[src/rtl/pmfb_pkg.sv]
// ----------------------------------------------------------------------------
// pmfb_pkg
// Shared geometry, request codes and the command beat passed from the
// front decoder through the command queue to the store sequencer.
// ----------------------------------------------------------------------------
package pmfb_pkg;

  localparam int WIDTH  = 128;
  localparam int PAGES  = 8;
  localparam int ROWS   = PAGES * 8;
  localparam int HALF   = WIDTH / 2;
  localparam int DEPTH  = PAGES * WIDTH;
  localparam int ADDR_W = $clog2(DEPTH);

  localparam logic [3:0] OP_SET       = 4'd0;
  localparam logic [3:0] OP_CLR       = 4'd1;
  localparam logic [3:0] OP_GET       = 4'd2;
  localparam logic [3:0] OP_VREP      = 4'd3;
  localparam logic [3:0] OP_VOR       = 4'd4;
  localparam logic [3:0] OP_VAND      = 4'd5;
  localparam logic [3:0] OP_HBYTE     = 4'd6;
  localparam logic [3:0] OP_READ      = 4'd7;
  localparam logic [3:0] OP_CLEAR_ALL = 4'd8;

  typedef struct packed {
    logic [3:0]        op;
    logic              ok;
    logic [2:0]        off;
    logic [7:0]        value;
    logic [ADDR_W-1:0] base;
    logic [3:0]        nsteps;
    logic              half;
    logic [5:0]        loc;
  } cmd_t;

endpackage

[src/rtl/pmfb_cmdq.sv]
// ----------------------------------------------------------------------------
// pmfb_cmdq
// Two-entry queue of command beats between the decoder and the sequencer.
// ----------------------------------------------------------------------------
module pmfb_cmdq import pmfb_pkg::*; (
  input  logic clk,
  input  logic rst,
  input  logic push,
  input  cmd_t din,
  output logic full,
  input  logic pop,
  output cmd_t dout,
  output logic empty
);

  cmd_t       slots [2];
  logic [1:0] cnt;
  logic       wp;
  logic       rp;
  logic       do_push;
  logic       do_pop;

  assign full    = (cnt == 2'd2);
  assign empty   = (cnt == 2'd0);
  assign dout    = slots[rp];
  assign do_push = push && !full;
  assign do_pop  = pop && !empty;

  always_ff @(posedge clk) begin
    if (do_push) begin
      slots[wp] <= din;
    end
  end

  always_ff @(posedge clk) begin
    if (rst) begin
      cnt <= 2'd0;
      wp  <= 1'b0;
      rp  <= 1'b0;
    end else begin
      if (do_push) begin
        wp <= ~wp;
      end
      if (do_pop) begin
        rp <= ~rp;
      end
      case ({do_push, do_pop})
        2'b10:   cnt <= cnt + 2'd1;
        2'b01:   cnt <= cnt - 2'd1;
        default: cnt <= cnt;
      endcase
    end
  end

endmodule

[config.mk]
export PLATFORM = sky130hd
export DESIGN_NAME = pmfb_cmdq
export DESIGN_NICKNAME = d
export VERILOG_FILES = /design/src/rtl/pmfb_pkg.sv /design/src/rtl/pmfb_cmdq.sv
export SDC_FILE = /design/constraint.sdc
export NUM_CORES = 1
export LEC_CHECK = 0
export BUFFER_PORTS_ARGS = -buffer_cell sky130_fd_sc_hd__buf_4
export CORE_MARGIN = 3
export CORE_UTILIZATION = 50
export CTS_CLUSTER_DIAMETER = 50
export DETAILED_ROUTE_END_ITERATION = 8
export PLACE_DENSITY_LB_ADDON = 0.25
export SYNTH_ARGS = -nofsm -noshare
export SYNTH_HDL_FRONTEND = slang
export SYNTH_SLANG_ARGS = --single-unit
[constraint.sdc]
create_clock -name clk -period 3.36 [get_ports clk]
set_clock_uncertainty 0.15 [all_clocks]
set_input_delay 0.504 -clock clk [delete_from_list [all_inputs] [get_ports clk]]
set_output_delay 0.504 -clock clk [all_outputs]
set_load 0.03 [all_outputs]
# After elaboration in Yosys (flattened, before gate mapping)
# Memory sizes are Yosys's and may differ from the RTL's. A register that Yosys moved wholly into a read port is not among the register bits.
# Index checks and enable logic that the tools add are counted.
# totals
n_memories	1
inputBits	41
word_cells	22
ramBits	74
reg_bits	4
output_inout_bits	39
# op_classes
add_sub_neg	2
n_mux	5
n_reduce_logical	6
bitwise	2
n_eq_ne	3
# memory_table
memory	depth	width	rd	rd_clocked_by_memory_dff	write_ports	line_no	text
slots	2	37	1	1	1	pmfb_cmdq.sv:16	cmd_t slots [2];
# op_table
cell	count
$eq 2x2->1 const B	2
$mux 1	4
$pmux 2 s2	1
$add 2x1->2 const B	1
$eq 2x1->1 const B	1
$logic_and 1x1->1	2
$logic_not 1->1	2
$logic_not 2->1	1
$not 1->1	2
$reduce_bool 2->1	1
$sub 2x1->2 const B	1

# Depth between registers and ports, before layout
# depth
word_depth	5
mapped_depth	6
ltp_nobuf	6

# Worst setup path after synthesis
# No wires, ideal clock.
# synth_path
path_type	reg-to-reg
from	reg cnt[0]
to	mem slots[0][0] (netlist name), enable pin
required_ns	2.818
setup_time_ns	0.392
n_path_buf	0
period_less_slack_ns	2.241
setup_slack_ns	1.119
arrival_ns	1.700
path_stages_with_launch	5
path_cell_list	dfxtp_1 nand2b_2 inv_2 or3_1 inv_1
# synth_via
elab_chain_len	5
# synth_rtl
element	line_no	text
start, declared	pmfb_cmdq.sv:17	logic [1:0] cnt;
start signal, assigned	pmfb_cmdq.sv:48	2'b10: cnt <= cnt + 2'd1;
start signal, assigned	pmfb_cmdq.sv:49	2'b01: cnt <= cnt - 2'd1;
start signal, assigned	pmfb_cmdq.sv:50	default: cnt <= cnt;
$eq 2x2->1	pmfb_cmdq.sv:23	assign full = (cnt == 2'd2);
named net full	pmfb_cmdq.sv:10	output logic full,
$logic_not 1->1	pmfb_cmdq.sv:26	assign do_push = push && !full;
$logic_and 1x1->1	pmfb_cmdq.sv:26	
$mux 1	pmfb_cmdq.sv:30	if (do_push) begin
$mux 1 (not written as such)	pmfb_cmdq.sv:31	slots[wp] <= din;
end, declared	pmfb_cmdq.sv:16	
# The timed path passes the listed nets, and every way through them passes these cells.

==> load_flow_metrics.sql <==
INSERT INTO impl_metrics (metric_group, metric, value, unit) VALUES
('status', 'run_status', 'completed', ''),
('min_path', 'worst_hold_path.num_cells', '1', ''),
('cells_and_area', 'nFillCells', '398', ''),
('timing', 'finalHoldViolations', '0', ''),
('timing', 'fin_worst_hold_slack', '200', 'ps'),
('clock_tree', 'insertion_delay', '330', 'ps'),
('floorplan', 'boundaryPins', '80', ''),
('timing', 'timing.final.crit_period', '2500', 'ps'),
('floorplan', 'floorplan.die.width', '81.9', 'microns'),
('floorplan', 'die_area', '6710', 'sq um'),
('timing', 'rsz0062_at_grt', 'no', ''),
('floorplan', 'core_area', '5540', 'sq um'),
('timing', 'slew_violations', '0', ''),
('min_path', 'min_to', 'slots[0][12]', ''),
('cells_and_area', 'final_cell_count_no_fill', '305', ''),
('yosys', 'predominant_post_synthesis_flop_cell', 'edfxtp_1', ''),
('yosys', 'post-synth-top-area-cell', 'edfxtp_1', ''),
('setup_path', 'worst-path-max-fanout', '37', ''),
('setup_path', 'critical_path.cell_chain', 'mux2_2 -> buf_4', ''),
('timing', 'worst_pin_slew', '880', 'ps'),
('cells_and_area', 'layout_cell_share_with_drive_strength_beyond_1', '51.1', '%'),
('cells_and_area', 'postLayoutCellArea', '3720', 'sq um'),
('min_path', 'hold_class', 'in -> reg', ''),
('placement', 'io_buffers', '79', ''),
('yosys', 'most_common_cell_in_the_synthesized_netlist', 'edfxtp_1', ''),
('floorplan', 'chipHeight', '81.9', 'microns'),
('timing', 'relative_slew_margins', '41.4', '%'),
('global_routing', 'maximum_number_of_pins_on_one_net_before_global_route_repair', '38', ''),
('global_routing', 'via_count_of_the_first_global_routing_pass', '1591', ''),
('floorplan', 'start_util', '52.0', '%'),
('placement', 'postPlaceCellArea', '3560', 'sq um'),
('routing', 'wire_per_inst', '16.8', 'microns'),
('timing', 'post-route-period-util', '74.4', '%'),
('routing', 'drt-total-wl', '5110', 'microns'),
('setup_path', 'timing.critical_path.slowest_cell_delay', '890', 'ps'),
('routing', 'drt_pre_antenna_iters', '4', ''),
('clock_tree', 'path_clk_slew', '80', 'ps'),
('global_routing', 'gr-usage-all-layers', '15.6', '%'),
('yosys', 'most_frequent_cells_after_synthesis', '74 x edfxtp_1, 21 x mux2_2, 16 x mux2_1, 5 x dfxtp_1', ''),
('routing', 'initialDrtViolationCount', '102', ''),
('cells_and_area', 'ant_diodes', '0', ''),
('setup_path', 'classification_of_the_worst_setup_path', 'reg -> out', ''),
('cells_and_area', 'flow.area_growth_from_synthesis', '29.2', '%'),
('clock_tree', 'htreeDepth', '3', ''),
('setup_path', 'cp_data_required_time', '2710', 'ps'),
('setup_path', 'regToRegSetupSlack', '1330', 'ps'),
('yosys', 'synth_warnings', '0', ''),
('timing', 'highest_achievable_clock_rate', '400', 'MHz'),
('run', 'drv.max_cap_violation_count', '0', ''),
('cells_and_area', 'nets', '270', ''),
('setup_path', 'reg2regPathDepth', '5', ''),
('setup_path', 'worst_setup_path_start_kind', 'flop', ''),
('clock_tree', 'cts_root_buffer', 'clkbuf_8', ''),
('floorplan', 'std_cell_rows', '27', ''),
('yosys', 'synth_top_area_share', '77.1', '%'),
('routing', 'drtAntennaViolNets', '0', ''),
('global_routing', 'antenna_found_initial', '0', ''),
('yosys', 'synth.ff_latch_count', '79', ''),
('setup_path', 'critical_path.endpoint_type', 'output port', ''),
('yosys', 'synthArstFlopShare', '0', '%'),
('clock_tree', 'clock_sink_count', '79', ''),
('min_path', 'hold_path.startpoint', 'din[12]', ''),
('yosys', 'mappedNetlistNets', '183', ''),
('routing', 'detailroute.via_count', '1505', ''),
('timing', 'setup_tns', '0', 'ps'),
('power', 'vdd.ir_drop.worst', '501', 'uV'),
('routing', 'detail_route.drc_violations', '0', ''),
('setup_path', 'slowest_stage_cell_cp', 'dfxtp_2', ''),
('clock_tree', 'hold_buffers', '0', ''),
('placement', 'gp_congestion', '0.623', ''),
('yosys', 'ys_seq_area_share', '80.6', '%');
[placed cells by master, fill, tap and decap left out, types with 3 or more instances in the layout]
cell type	instances
buf_4	80
mux2_2	21
clkinv_2	3
edfxtp_1	74
nor2_1	4
mux2_1	16
clkbuf_8	10
dfxtp_1	4
[stage by stage]
step | power (mW) | worst slack (ps) | utilization (%)
global route | 3.09 | 763 | 67.2
floorplan | 2.01 | 1120 | -
finish | 2.96 | 859 | 67.2
CTS | 2.99 | 811 | 67.2
detailed placement | 2.39 | 1180 | 64.2
global placement | 2.35 | 1230 | 64.2
[worst max-delay path by stage]
stage,start,end,slack [ps],cells past startpoint
after floorplan,cnt[0],slots[0][0],1120,4
after global placement,flop,dout[8],1230,2
after detailed placement,flop,dout[34],1180,2
after CTS,flop,dout[34],810,2
after global routing,flop,dout[34],760,2
final,flop,dout[34],860,2
[flip-flops by register name (all words and copies together) (netlist names), named ones only]
name   cells
rp         1
wp         1
cnt        2
slots     74
[cell type report]
class | instances | area (sq um) | area share (%)
Timing Repair Buffer | 80 | 601 | 16.1
Clock inverter | 4 | 22.5 | 0.605
Multi-Input combinational cell | 55 | 531 | 14.2
Tap cell | 72 | 90.1 | 2.42
Sequential cell | 79 | 2320 | 62.4
Inverter | 3 | 11.3 | 0.302
Clock buffer | 12 | 145 | 3.90
[power breakdown]
part / switching [mW] / leakage, nW / internal, mW / total (mW)
Clock: 0.314 / 0.0861 / 0.285 / 0.599
Combinational: 0.576 / 0.588 / 0.422 / 0.998
Sequential: 0.111 / 0.734 / 1.25 / 1.36
[routing by layer]
metal / global-route usage (%) / part of all wire, % / up-vias
li1: - / - / 716
met1: 17.4 / 37 / 735
met2: 27.6 / 56 / 45
met3: 3.84 / 5.6 / 9
met4: 7.97 / 1.4 / 0
met5: 0 / 0 / -
[cells by family (layout without fill, tap and decap cells)]
kind of cell	count (synthesis)	after routing	synth area share (%)
AOI/OAI and AO/OA	5	5	0.955
xor gates and xnor gates	3	3	0.912
adders and majority gates	1	1	0.434
buffers and inverters	7	99	1.09
DFF	79	79	80.6
muxes	37	37	14.5
and+or+nand+nor	9	9	1.61
Power figures use the tool's default switching activity.
