$ cat src/rtl/pmfb_pkg.sv
// ----------------------------------------------------------------------------
// pmfb_pkg
// Shared geometry, request codes and the command beat passed from the
// front decoder through the command queue to the store sequencer.
// ----------------------------------------------------------------------------
package pmfb_pkg;

  localparam int WIDTH  = 128;
  localparam int PAGES  = 8;
  localparam int ROWS   = PAGES * 8;
  localparam int HALF   = WIDTH / 2;
  localparam int DEPTH  = PAGES * WIDTH;
  localparam int ADDR_W = $clog2(DEPTH);

  localparam logic [3:0] OP_SET       = 4'd0;
  localparam logic [3:0] OP_CLR       = 4'd1;
  localparam logic [3:0] OP_GET       = 4'd2;
  localparam logic [3:0] OP_VREP      = 4'd3;
  localparam logic [3:0] OP_VOR       = 4'd4;
  localparam logic [3:0] OP_VAND      = 4'd5;
  localparam logic [3:0] OP_HBYTE     = 4'd6;
  localparam logic [3:0] OP_READ      = 4'd7;
  localparam logic [3:0] OP_CLEAR_ALL = 4'd8;

  typedef struct packed {
    logic [3:0]        op;
    logic              ok;
    logic [2:0]        off;
    logic [7:0]        value;
    logic [ADDR_W-1:0] base;
    logic [3:0]        nsteps;
    logic              half;
    logic [5:0]        loc;
  } cmd_t;

endpackage

$ cat src/rtl/pmfb_front.sv
// ----------------------------------------------------------------------------
// pmfb_front
// Classifies one request: bounds, store address, number of read-modify-write
// steps and the controller fields, packed into a command beat.
// ----------------------------------------------------------------------------
module pmfb_front import pmfb_pkg::*; (
  input  logic [3:0] req_type,
  input  logic [9:0] pixel_row,
  input  logic [9:0] pixel_col,
  input  logic [7:0] value,
  output cmd_t       cmd
);

  logic        row_ok;
  logic        col_ok;
  logic        vis;
  logic [6:0]  page;
  logic [20:0] base_full;
  logic        second;
  int          rem;
  logic [3:0]  hb_steps;
  logic        hb_ok;

  always_comb begin
    row_ok    = int'(pixel_row) < ROWS;
    col_ok    = int'(pixel_col) < WIDTH;
    vis       = row_ok && col_ok;
    page      = pixel_row[9:3];
    base_full = 21'(page) * 21'(WIDTH) + 21'(pixel_col);
    second    = (pixel_row[2:0] != 3'd0) && (int'(page) + 1 < PAGES);
    rem       = WIDTH - int'(pixel_col);
    if (!vis) begin
      hb_steps = 4'd0;
    end else if (rem >= 8) begin
      hb_steps = 4'd8;
    end else begin
      hb_steps = 4'(rem);
    end
    hb_ok = row_ok && (int'(pixel_col) + 8 <= WIDTH);
  end

  always_comb begin
    cmd        = '0;
    cmd.op     = req_type;
    cmd.off    = pixel_row[2:0];
    cmd.value  = value;
    cmd.base   = base_full[ADDR_W-1:0];
    case (req_type)
      OP_SET, OP_CLR: begin
        cmd.ok     = vis;
        cmd.nsteps = vis ? 4'd1 : 4'd0;
      end
      OP_GET: begin
        cmd.ok = vis;
      end
      OP_VREP, OP_VOR, OP_VAND: begin
        cmd.ok = vis;
        if (vis) begin
          cmd.nsteps = second ? 4'd2 : 4'd1;
        end
      end
      OP_HBYTE: begin
        cmd.ok     = hb_ok;
        cmd.nsteps = hb_steps;
      end
      OP_READ: begin
        cmd.ok = vis;
        if (vis) begin
          if (int'(pixel_col) >= HALF) begin
            cmd.half = 1'b1;
            cmd.loc  = 6'(int'(pixel_col) - HALF);
          end else begin
            cmd.loc = pixel_col[5:0];
          end
        end
      end
      OP_CLEAR_ALL: begin
        cmd.ok = 1'b1;
      end
      default: begin
        cmd.ok = 1'b0;
      end
    endcase
  end

endmodule

$ cat config.mk
export PLATFORM = sky130hd
export DESIGN_NAME = pmfb_front
export DESIGN_NICKNAME = d
export VERILOG_FILES = /design/src/rtl/pmfb_pkg.sv /design/src/rtl/pmfb_front.sv
export SDC_FILE = /design/constraint.sdc
export NUM_CORES = 1
export LEC_CHECK = 0
export ABC_AREA = 1
export BUFFER_PORTS_ARGS = -buffer_cell sky130_fd_sc_hd__buf_2
export CORE_AREA = 2 2 41 62
export DETAILED_ROUTE_END_ITERATION = 8
export DIE_AREA = 0 0 43 64
export PLACE_DENSITY = 0.72
export SLEW_MARGIN = 0
export SYNTH_ARGS = -nofsm -noshare
export SYNTH_HDL_FRONTEND = slang
export SYNTH_SLANG_ARGS = --single-unit
$ cat constraint.sdc
create_clock -name vclk -period 5.5
set_clock_uncertainty 0.2 [all_clocks]
set_input_delay 1.375 -clock vclk [all_inputs]
set_output_delay 1.375 -clock vclk [all_outputs]
set_load 0.02 [all_outputs]
======== Word-level counts from Yosys, hierarchy flattened ========
Index checks and enable logic that the tools add are counted.
word-level totals
  flip-flop bits (word level) ............. 0
  latch bits .............................. 0
  RAM bits ................................ 0
  bits in read-only memories .............. 0
  bits of input ports ..................... 32
  output and inout port bits .............. 37
  word-level logic and storage cells ...... 38
  memories kept ........................... 0
operators by class
  add/subtract/negate cells ............... 5
  multipliers ............................. 0
  divide/modulo/power cells ............... 0
  $lt $le $gt $ge ......................... 6
  equal/unequal tests ..................... 8
  shifts and indexed selects .............. 0
  multiplexer cells ....................... 11
  bitwise gates (word level) .............. 0
  reduce and logical (&&, ||, !) cells .... 8
operators by type and width
  kind                   number
  $eq 4x3->1 const B     4
  $mux 7                 2
  $pmux 4 s3             1
  $add 10x4->11 const B  1
  $ge 11x5->1 const B    1
  $le 11x8->1 const B    1
  $sub 8x10->11 const A  1
  $add 10x10->10         1
  $ge 10x7->1 const B    1
  $lt 10x7->1 const B    1
  $lt 10x8->1 const B    1
  $add 7x1->8 const B    1
  $eq 4x2->1 const B     2
  $lt 8x4->1 const B     1
  $mux 4                 2
  $reduce_or 7->1        1
  $mux 6                 1
  $sub 6x1->6 const B    1
  $eq 4x1->1 const B     1
  $eq 4x4->1 const B     1
  $logic_not 4->1        1
  $mux 2                 2
  $logic_and 1x1->1      3
  $pmux 1 s3             1
  other kinds (4)        5

======== Longest topological paths before layout ========
Gate-level depths: netlist of the first run.
  depth in word-level cells ............... 6
  depth in mapped cells ................... 14
  mapped depth without buffers ............ 14

======== Worst setup path before layout of the first run ========
No wires, ideal clock.
  path type ............................... in2out
  start ................................... input pixel_col[0]
  end ..................................... output cmd[8] in the netlist's numbering
  data arrival time ....................... 2.740 ns
  data required time ...................... 3.925 ns
  slack ................................... 1.185 ns
  stages on the path ...................... 12
  buffers on the path ..................... 0
  cell sequence ........................... inv_1 > ha_1 > inv_1 > nor2_2 > nand3_2 > nor2_1 > nand2_1 > nand3_1 > nand2_1 > nand2_1 > nand2_1 > a21oi_1
RTL lines
  what                line              RTL
  start: declaration  pmfb_front.sv:9   input logic [9:0] pixel_col,
  end: declaration    pmfb_front.sv:11  output cmd_t cmd

==> results_dict.tcl, run 1 <==
set metrics [dict create \
    register_area_um2 0 \
    gr-total-overflow 0 \
    switchingPower_mw 0.0410 \
    rsz0062_at_grt "false" \
    holdBufCountCts 0 \
    grt_pass1_vias 837 \
    post_dp_cell_area_um2 923 \
    cts_setup_buffers 0 \
    period_share_pct 82.8 \
    start_util_pct 36.0 \
    critPathCaptureType "output pin" \
    firstDrtPassIters 5 \
    nets 209 \
    port_buffers 53 \
    holdCritPathClass "primary input to output pin" \
    tns_ns 0 \
    stdcell_count 193 \
    hold_end "cmd[24]" \
    vias 898 \
    clock_power_share_pct 0 \
    yosys.area.top_type "buf_4" \
    p_leak_nw 0.550 \
    grt_pass1_wl_um 3310 \
    min_period_ns 4.55 \
    required_ns 3.92 \
    ys_top_cells_by_area "buf_4, inv_1, nand2_1" \
    nFillCells 267 \
    total_power_mw 0.0638 \
    wire_per_inst_um 10.1 \
    areaGrowthSynthToFinish_pct 16.2 \
    route.detailed.drc 0 \
    io_pins 69 \
    arrival_ns 2.98 \
    intPower_mw 0.0228 \
    relSlewSlack_pct 75.6 \
    dieArea_um2 2750 \
    grt_max_degree 9 \
    place.gp.congestion 0.747 \
    ir_drop_mv 0.0375 \
    ys_warn_count 0 \
    core_area_um2 2210 \
    syn_inst 139 \
    synthTopCellsByCount "buf_4, inv_1, nand2_1, nor2_1, nand3_1" \
    critPathLaunch "pixel_col[0]" \
    rows 21 \
    criticalPathCategory "primary input to output pin" \
    p_seq_share_pct 0 \
    die_h_um 64 \
    num_antenna_cells 0 \
    hold_viol 0 \
    setup_viol_count_final 0 \
    drive_above_1_share_pct 40.6 \
    via_per_inst 4.65 \
    hpwl_um 1690 \
    stdcell_area_um2 923 \
    swShare_pct 64.2 \
    nClkBuffers 0 \
    drt.antenna.violating_nets 0 \
    hold-worst-slack_ns 2.55 \
    slew_violations 0 \
    synthDistinctLibCells 29 \
    crit_fanout 5 \
    synth_top_area_share_pct 20.8 \
    drtIter0Drc 25 \
    cp-start-kind "primary input" \
    syn-num-nets 176 \
    worst_pin_slew_ns 0.363 \
    netlist_area_um2 795 \
    cts_resized 0 \
    design.seq.count 0 \
    max-cap-violations 0 \
    dpl.cell_count 193 \
    p_per_area_nw_per_um2 69.1 \
    worstHoldStart "value[3]" \
    chipWidth_um 43 \
    routed_wl_um 1950 \
    grt_use_total_pct 14.1 \
    p_comb_share_pct 100.0 \
    fmax_ghz 0.220 \
    avgSynthCellArea_um2 5.72 \
    yosysSeqAreaShare_pct 0 \
    antenna_found_initial 0 \
    min_path_cells 0 \
    status "finished clean" \
]
-- critical path, cell delays in order --
cell     delay, ns
buf_2         0.11
inv_1         0.14
ha_1          0.21
inv_1         0.05
nor2_2        0.18
nand3_2       0.11
o21ai_1       0.14
nand3_1       0.12
a21oi_2       0.23
nor2_1        0.06
nor2_1        0.08
buf_2         0.16
-- cells in the final DEF (no fill, tap or decap), types with 2 or more instances in the layout --
cell type  instances
buf_2             53
inv_1             22
nand2_1           21
nor2_1            18
nand3_1           13
nand2_2            5
ha_1               4
nor2_2             3
a21oi_1            3
nand4_1            3
nor3_1             3
inv_2              2
o21ai_0            2
o22ai_1            2
xor2_1             2
-- layer usage --
layer / global-route usage, % / vias to the layer above / part of all wire (%)
met2: 29.0 / 26 / 55
met4: 0 / 0 / 0
met3: 0 / 0 / 4.5
li1: - / 486 / -
met1: 16.6 / 386 / 40
met5: 0 / - / 0
-- area by class of cell --
type	count	area, µm²	share of cell area, %
multi-input cells	93	539	58.4
repair buffers	53	265	28.7
inverters	24	90.1	9.76
well taps	23	28.8	3.12
-- stage by stage --
step | worst slack (ns) | util, %
4_1_cts | 0.950 | 41.8
3_5_place_dp | 0.958 | 41.8
5_1_grt | 0.684 | 41.8
6_report | 0.945 | 41.8
2_1_floorplan | 1.19 | -
3_3_place_gp | 0.935 | 41.8
-- cells by family after synthesis --
| kind of cell | synth area share, % |
|---|---|
| buffers and inverters | 32.1 |
| adders and majority gates | 8.82 |
| AOI/OAI and AO/OA | 12.3 |
| xor gates and xnor gates | 3.31 |
| and+or+nand+nor | 43.5 |
-- how the worst max path moves through the flow --
stage          slack (ns)      end  cells past startpoint
2_1_floorplan        1.19   cmd[8]                     12
3_3_place_gp         0.94  cmd[10]                     12
3_5_place_dp         0.96  cmd[10]                     12
4_1_cts              0.95  cmd[10]                     12
5_1_grt              0.68   cmd[8]                     14
6_report             0.95  cmd[10]                     12
-- power groups by stage --
stage	logic, mW	clock network (mW)	registers, mW
final	0.0638	0	0
after global routing	0.0709	0	0
after CTS	0.0641	0	0
after detailed placement	0.0639	0	0
after global placement	0.0638	0	0
after floorplan	0.0546	0	0
(Power assumes the default switching activity.)
==> run 2: changes to the inputs <==
==> constraint.sdc (replaced) <==
create_clock -name vclk -period 4.7
set_clock_uncertainty 0.2 [all_clocks]
set_input_delay 1.175 -clock vclk [all_inputs]
set_output_delay 1.175 -clock vclk [all_outputs]
set_load 0.02 [all_outputs]
==> results_dict.tcl, run 2 (synthesized netlist as in run 1, its figures left out) <==
set metrics [dict create \
    design.seq.count 0 \
    p_leak_nw 0.550 \
    max-cap-violations 0 \
    antenna_found_initial 0 \
    clock_power_share_pct 0 \
    wire_per_inst_um 10.3 \
    register_area_um2 0 \
    place.gp.congestion 0.751 \
    p_comb_share_pct 100.0 \
    worst_path_largest_cell_delay_ns 0.24 \
    grt_pass1_wl_um 3170 \
    gr-total-overflow 0 \
    dieArea_um2 2750 \
    io_pins 69 \
    final_cell_mix "buf_2, inv_1, nand2_1" \
    drtIter0Drc 16 \
    status "finished clean" \
    start_util_pct 36.0 \
    areaGrowthSynthToFinish_pct 16.2 \
    route.detailed.drc 0 \
    worst_pin_slew_ns 0.322 \
    vias 919 \
    criticalPathCategory "primary input to output pin" \
    switchingPower_mw 0.0481 \
    die_h_um 64 \
    core_area_um2 2210 \
    swShare_pct 64.4 \
    routed_wl_um 1990 \
    cp_top_family "simple AND/OR/NAND/NOR gates" \
    nClkBuffers 0 \
    p_seq_share_pct 0 \
    num_antenna_cells 0 \
    required_ns 3.32 \
    grt_pass1_vias 796 \
    fmax_ghz 0.237 \
    path_buf_inv 4 \
    holdBufCountCts 0 \
    crit_chain "buf_2, inv_1, ha_1, inv_1, nor2_2, nand3_2, o21ai_0, nand2_1, a21oi_2, nor2_1, nor2_1, buf_2" \
    drt.antenna.violating_nets 0 \
    relSlewSlack_pct 78.4 \
    drive_above_1_share_pct 40.6 \
    cp-start-kind "primary input" \
    crit_slowest_cell "a21oi_2" \
    critPathCaptureType "output pin" \
    period_share_pct 89.8 \
    grt_max_degree 9 \
    min_period_ns 4.22 \
    ir_drop_mv 0.0459 \
    arrival_ns 2.84 \
    p_per_area_nw_per_um2 81.0 \
    tns_ns 0 \
    intPower_mw 0.0266 \
    cts_resized 0 \
    chipWidth_um 43 \
    holdCritPathClass "primary input to output pin" \
    rsz0062_at_grt "false" \
    crit_fanout 5 \
    final_util_pct 41.8 \
    multiInputGateArea_um2 539 \
    slew_violations 0 \
    hpwl_um 1740 \
    hold_viol 0 \
    cts_setup_buffers 0 \
    nets 209 \
    rows 21 \
    port_buffers 53 \
    final_common_cell "buf_2" \
    firstDrtPassIters 4 \
    setup_viol_count_final 0 \
    grt_use_total_pct 13.7 \
    nFillCells 269 \
    via_per_inst 4.76 \
]
## run 2: power groups by stage
stage	sequential, mW	combinational, mW	clock, mW
CTS	0	0.0752	0
detailed placement	0	0.0748	0
global placement	0	0.0746	0
floorplan	0	0.0639	0
global route	0	0.0824	0
finish	0	0.0748	0
## run 2: final timing paths
| check | from | endpoint | slack (ns) | cells past startpoint |
|---|---|---|---|---|
| max | pixel_col[0] | cmd[10] | 0.48 | 12 |
| min | value[3] | cmd[24] | 2.15 | 0 |
## run 2: per-layer routing
metal / up-vias / global-route usage, % / share of wire (%)
li1: 488 / - / -
met4: 0 / 0 / 0
met1: 401 / 15.1 / 39
met5: - / 0 / 0
met3: 0 / 0 / 4.6
met2: 30 / 29.2 / 57
## run 2: area by class of cell
class / instances / area share, %
Multi-Input combinational cell: 93 / 58.4
Inverter: 24 / 9.76
Timing Repair Buffer: 53 / 28.7
Tap cell: 23 / 3.12
## run 2: per-stage QoR
stage / power [mW] / setup WS [ns] / area (µm²) / hold WS [ns] / std cells
finish: 0.0748 / 0.481 / 923 / 2.15 / 193
global route: 0.0824 / 0.355 / 923 / 2.15 / 193
CTS: 0.0752 / 0.494 / 923 / 2.15 / 193
detailed placement: 0.0748 / 0.495 / 923 / 2.15 / 193
global placement: 0.0746 / 0.528 / 923 / 2.15 / 193
floorplan: 0.0639 / 0.785 / 795 / 2.26 / 139
==> run 3: changes to the inputs <==
--- a/config.mk
+++ b/config.mk
@@ -7,10 +7,10 @@
 export LEC_CHECK = 0
 export ABC_AREA = 1
 export BUFFER_PORTS_ARGS = -buffer_cell sky130_fd_sc_hd__buf_2
-export CORE_AREA = 2 2 41 62
+export CORE_AREA = 2 2 44 67
 export DETAILED_ROUTE_END_ITERATION = 8
-export DIE_AREA = 0 0 43 64
-export PLACE_DENSITY = 0.72
+export DIE_AREA = 0 0 46 69
+export PLACE_DENSITY = 0.74
 export SLEW_MARGIN = 0
 export SYNTH_ARGS = -nofsm -noshare
 export SYNTH_HDL_FRONTEND = slang
==> results_dict.tcl, run 3 (synthesized netlist as in run 1, its figures left out) <==
set metrics [dict create \
    num_antenna_cells 0 \
    io_pins 69 \
    via_per_inst 4.74 \
    firstDrtPassIters 2 \
    min_period_ns 4.22 \
    period_share_pct 89.7 \
    slew_violations 0 \
    worst_pin_slew_ns 0.332 \
    nets 209 \
    route.detailed.drc 0 \
    stdcell_area_um2 926 \
    drive_above_1_share_pct 40.6 \
    total_power_mw 0.0747 \
    min_path_cells 0 \
    worstHoldStart "value[2]" \
    rsz0062_at_grt "false" \
    grt_max_degree 9 \
    relSlewSlack_pct 77.7 \
    grt_pass1_vias 868 \
    areaGrowthSynthToFinish_pct 16.5 \
    start_util_pct 30.7 \
    setup_viol_count_final 0 \
    register_area_um2 0 \
    ir_drop_mv 0.0347 \
    crit_fanout 5 \
    cts_setup_buffers 0 \
    dieArea_um2 3170 \
    nFillCells 311 \
    gr-total-overflow 0 \
    hold_viol 0 \
    tns_ns 0 \
    p_leak_nw 0.550 \
    nClkBuffers 0 \
    max-cap-violations 0 \
    final_cell_mix "buf_2, inv_1, nand2_1" \
    status "finished clean" \
    cts_resized 0 \
    wire_per_inst_um 10.3 \
    drtIter0Drc 15 \
    final_common_cell "buf_2" \
    fmax_ghz 0.237 \
    chipWidth_um 46 \
    antenna_found_initial 0 \
    grt_pass1_wl_um 3510 \
    die_h_um 69 \
    routed_wl_um 2000 \
    hpwl_um 1770 \
    hold_end "cmd[23]" \
    place.gp.congestion 0.869 \
    core_area_um2 2590 \
    grt_use_total_pct 13.3 \
    p_per_area_nw_per_um2 80.7 \
    cp-start-kind "primary input" \
    port_buffers 53 \
    holdCritPathClass "primary input to output pin" \
    vias 925 \
    holdBufCountCts 0 \
    drt.antenna.violating_nets 0 \
    critPathCaptureType "output pin" \
    design.seq.count 0 \
    arrival_ns 2.84 \
    rows 23 \
    final_util_pct 35.7 \
    required_ns 3.32 \
    post_dp_cell_area_um2 926 \
    criticalPathCategory "primary input to output pin" \
]
## run 3: cell counts in the layout (fill, tap and decap cells not counted)
Identical to the previous run, type by type.
## run 3: layer usage
layer | routed length [µm] | share of wire, % | track usage, %
met2 | 1120 | 56 | 25.8
met1 | 792 | 40 | 16.2
met4 | 0 | 0 | 0
met5 | 0 | 0 | 0
met3 | 87 | 4.3 | 0
## run 3: layout make-up
cell class / count / area (µm²) / share of cell area (%)
inverter: 24 / 90.1 / 9.73
multi-input combinational: 93 / 539 / 58.2
tap: 25 / 31.3 / 3.38
timing repair buffer: 53 / 265 / 28.6
## run 3: how the worst max path moves through the flow
stage,startpoint,endpoint,slack (ns),depth (start not counted)
6_report,pixel_col[0],cmd[10],0.48,12
5_1_grt,pixel_col[0],cmd[8],0.22,14
4_1_cts,pixel_col[0],cmd[10],0.49,12
3_5_place_dp,pixel_col[0],cmd[10],0.50,12
3_3_place_gp,pixel_col[0],cmd[10],0.48,12
2_1_floorplan,pixel_col[0],cmd[8],0.79,12
## run 3: power breakdown
part	leakage, nW	internal, mW	total, mW	switching (mW)
Clock	0	0	0	0
Sequential	0	0	0	0
Combinational	0.550	0.0267	0.0747	0.0480
Total	0.550	0.0267	0.0747	0.0480
## run 3: worst max-delay path: stages
cell and delay, ns:
buf_2 0.11, inv_1 0.14, ha_1 0.21, inv_1 0.05, nor2_2 0.19, nand3_2 0.13, o21ai_1 0.14, nand3_1 0.13
a21oi_2 0.23, nor2_1 0.06, nor2_1 0.10, buf_2 0.17
## run 3: metrics by stage
stage	cells	hold WS, ns	worst slack (ns)
2_1_floorplan	139	2.26	0.785
3_3_place_gp	195	2.15	0.480
3_5_place_dp	195	2.15	0.499
4_1_cts	195	2.15	0.486
5_1_grt	195	2.15	0.222
6_report	195	2.15	0.484
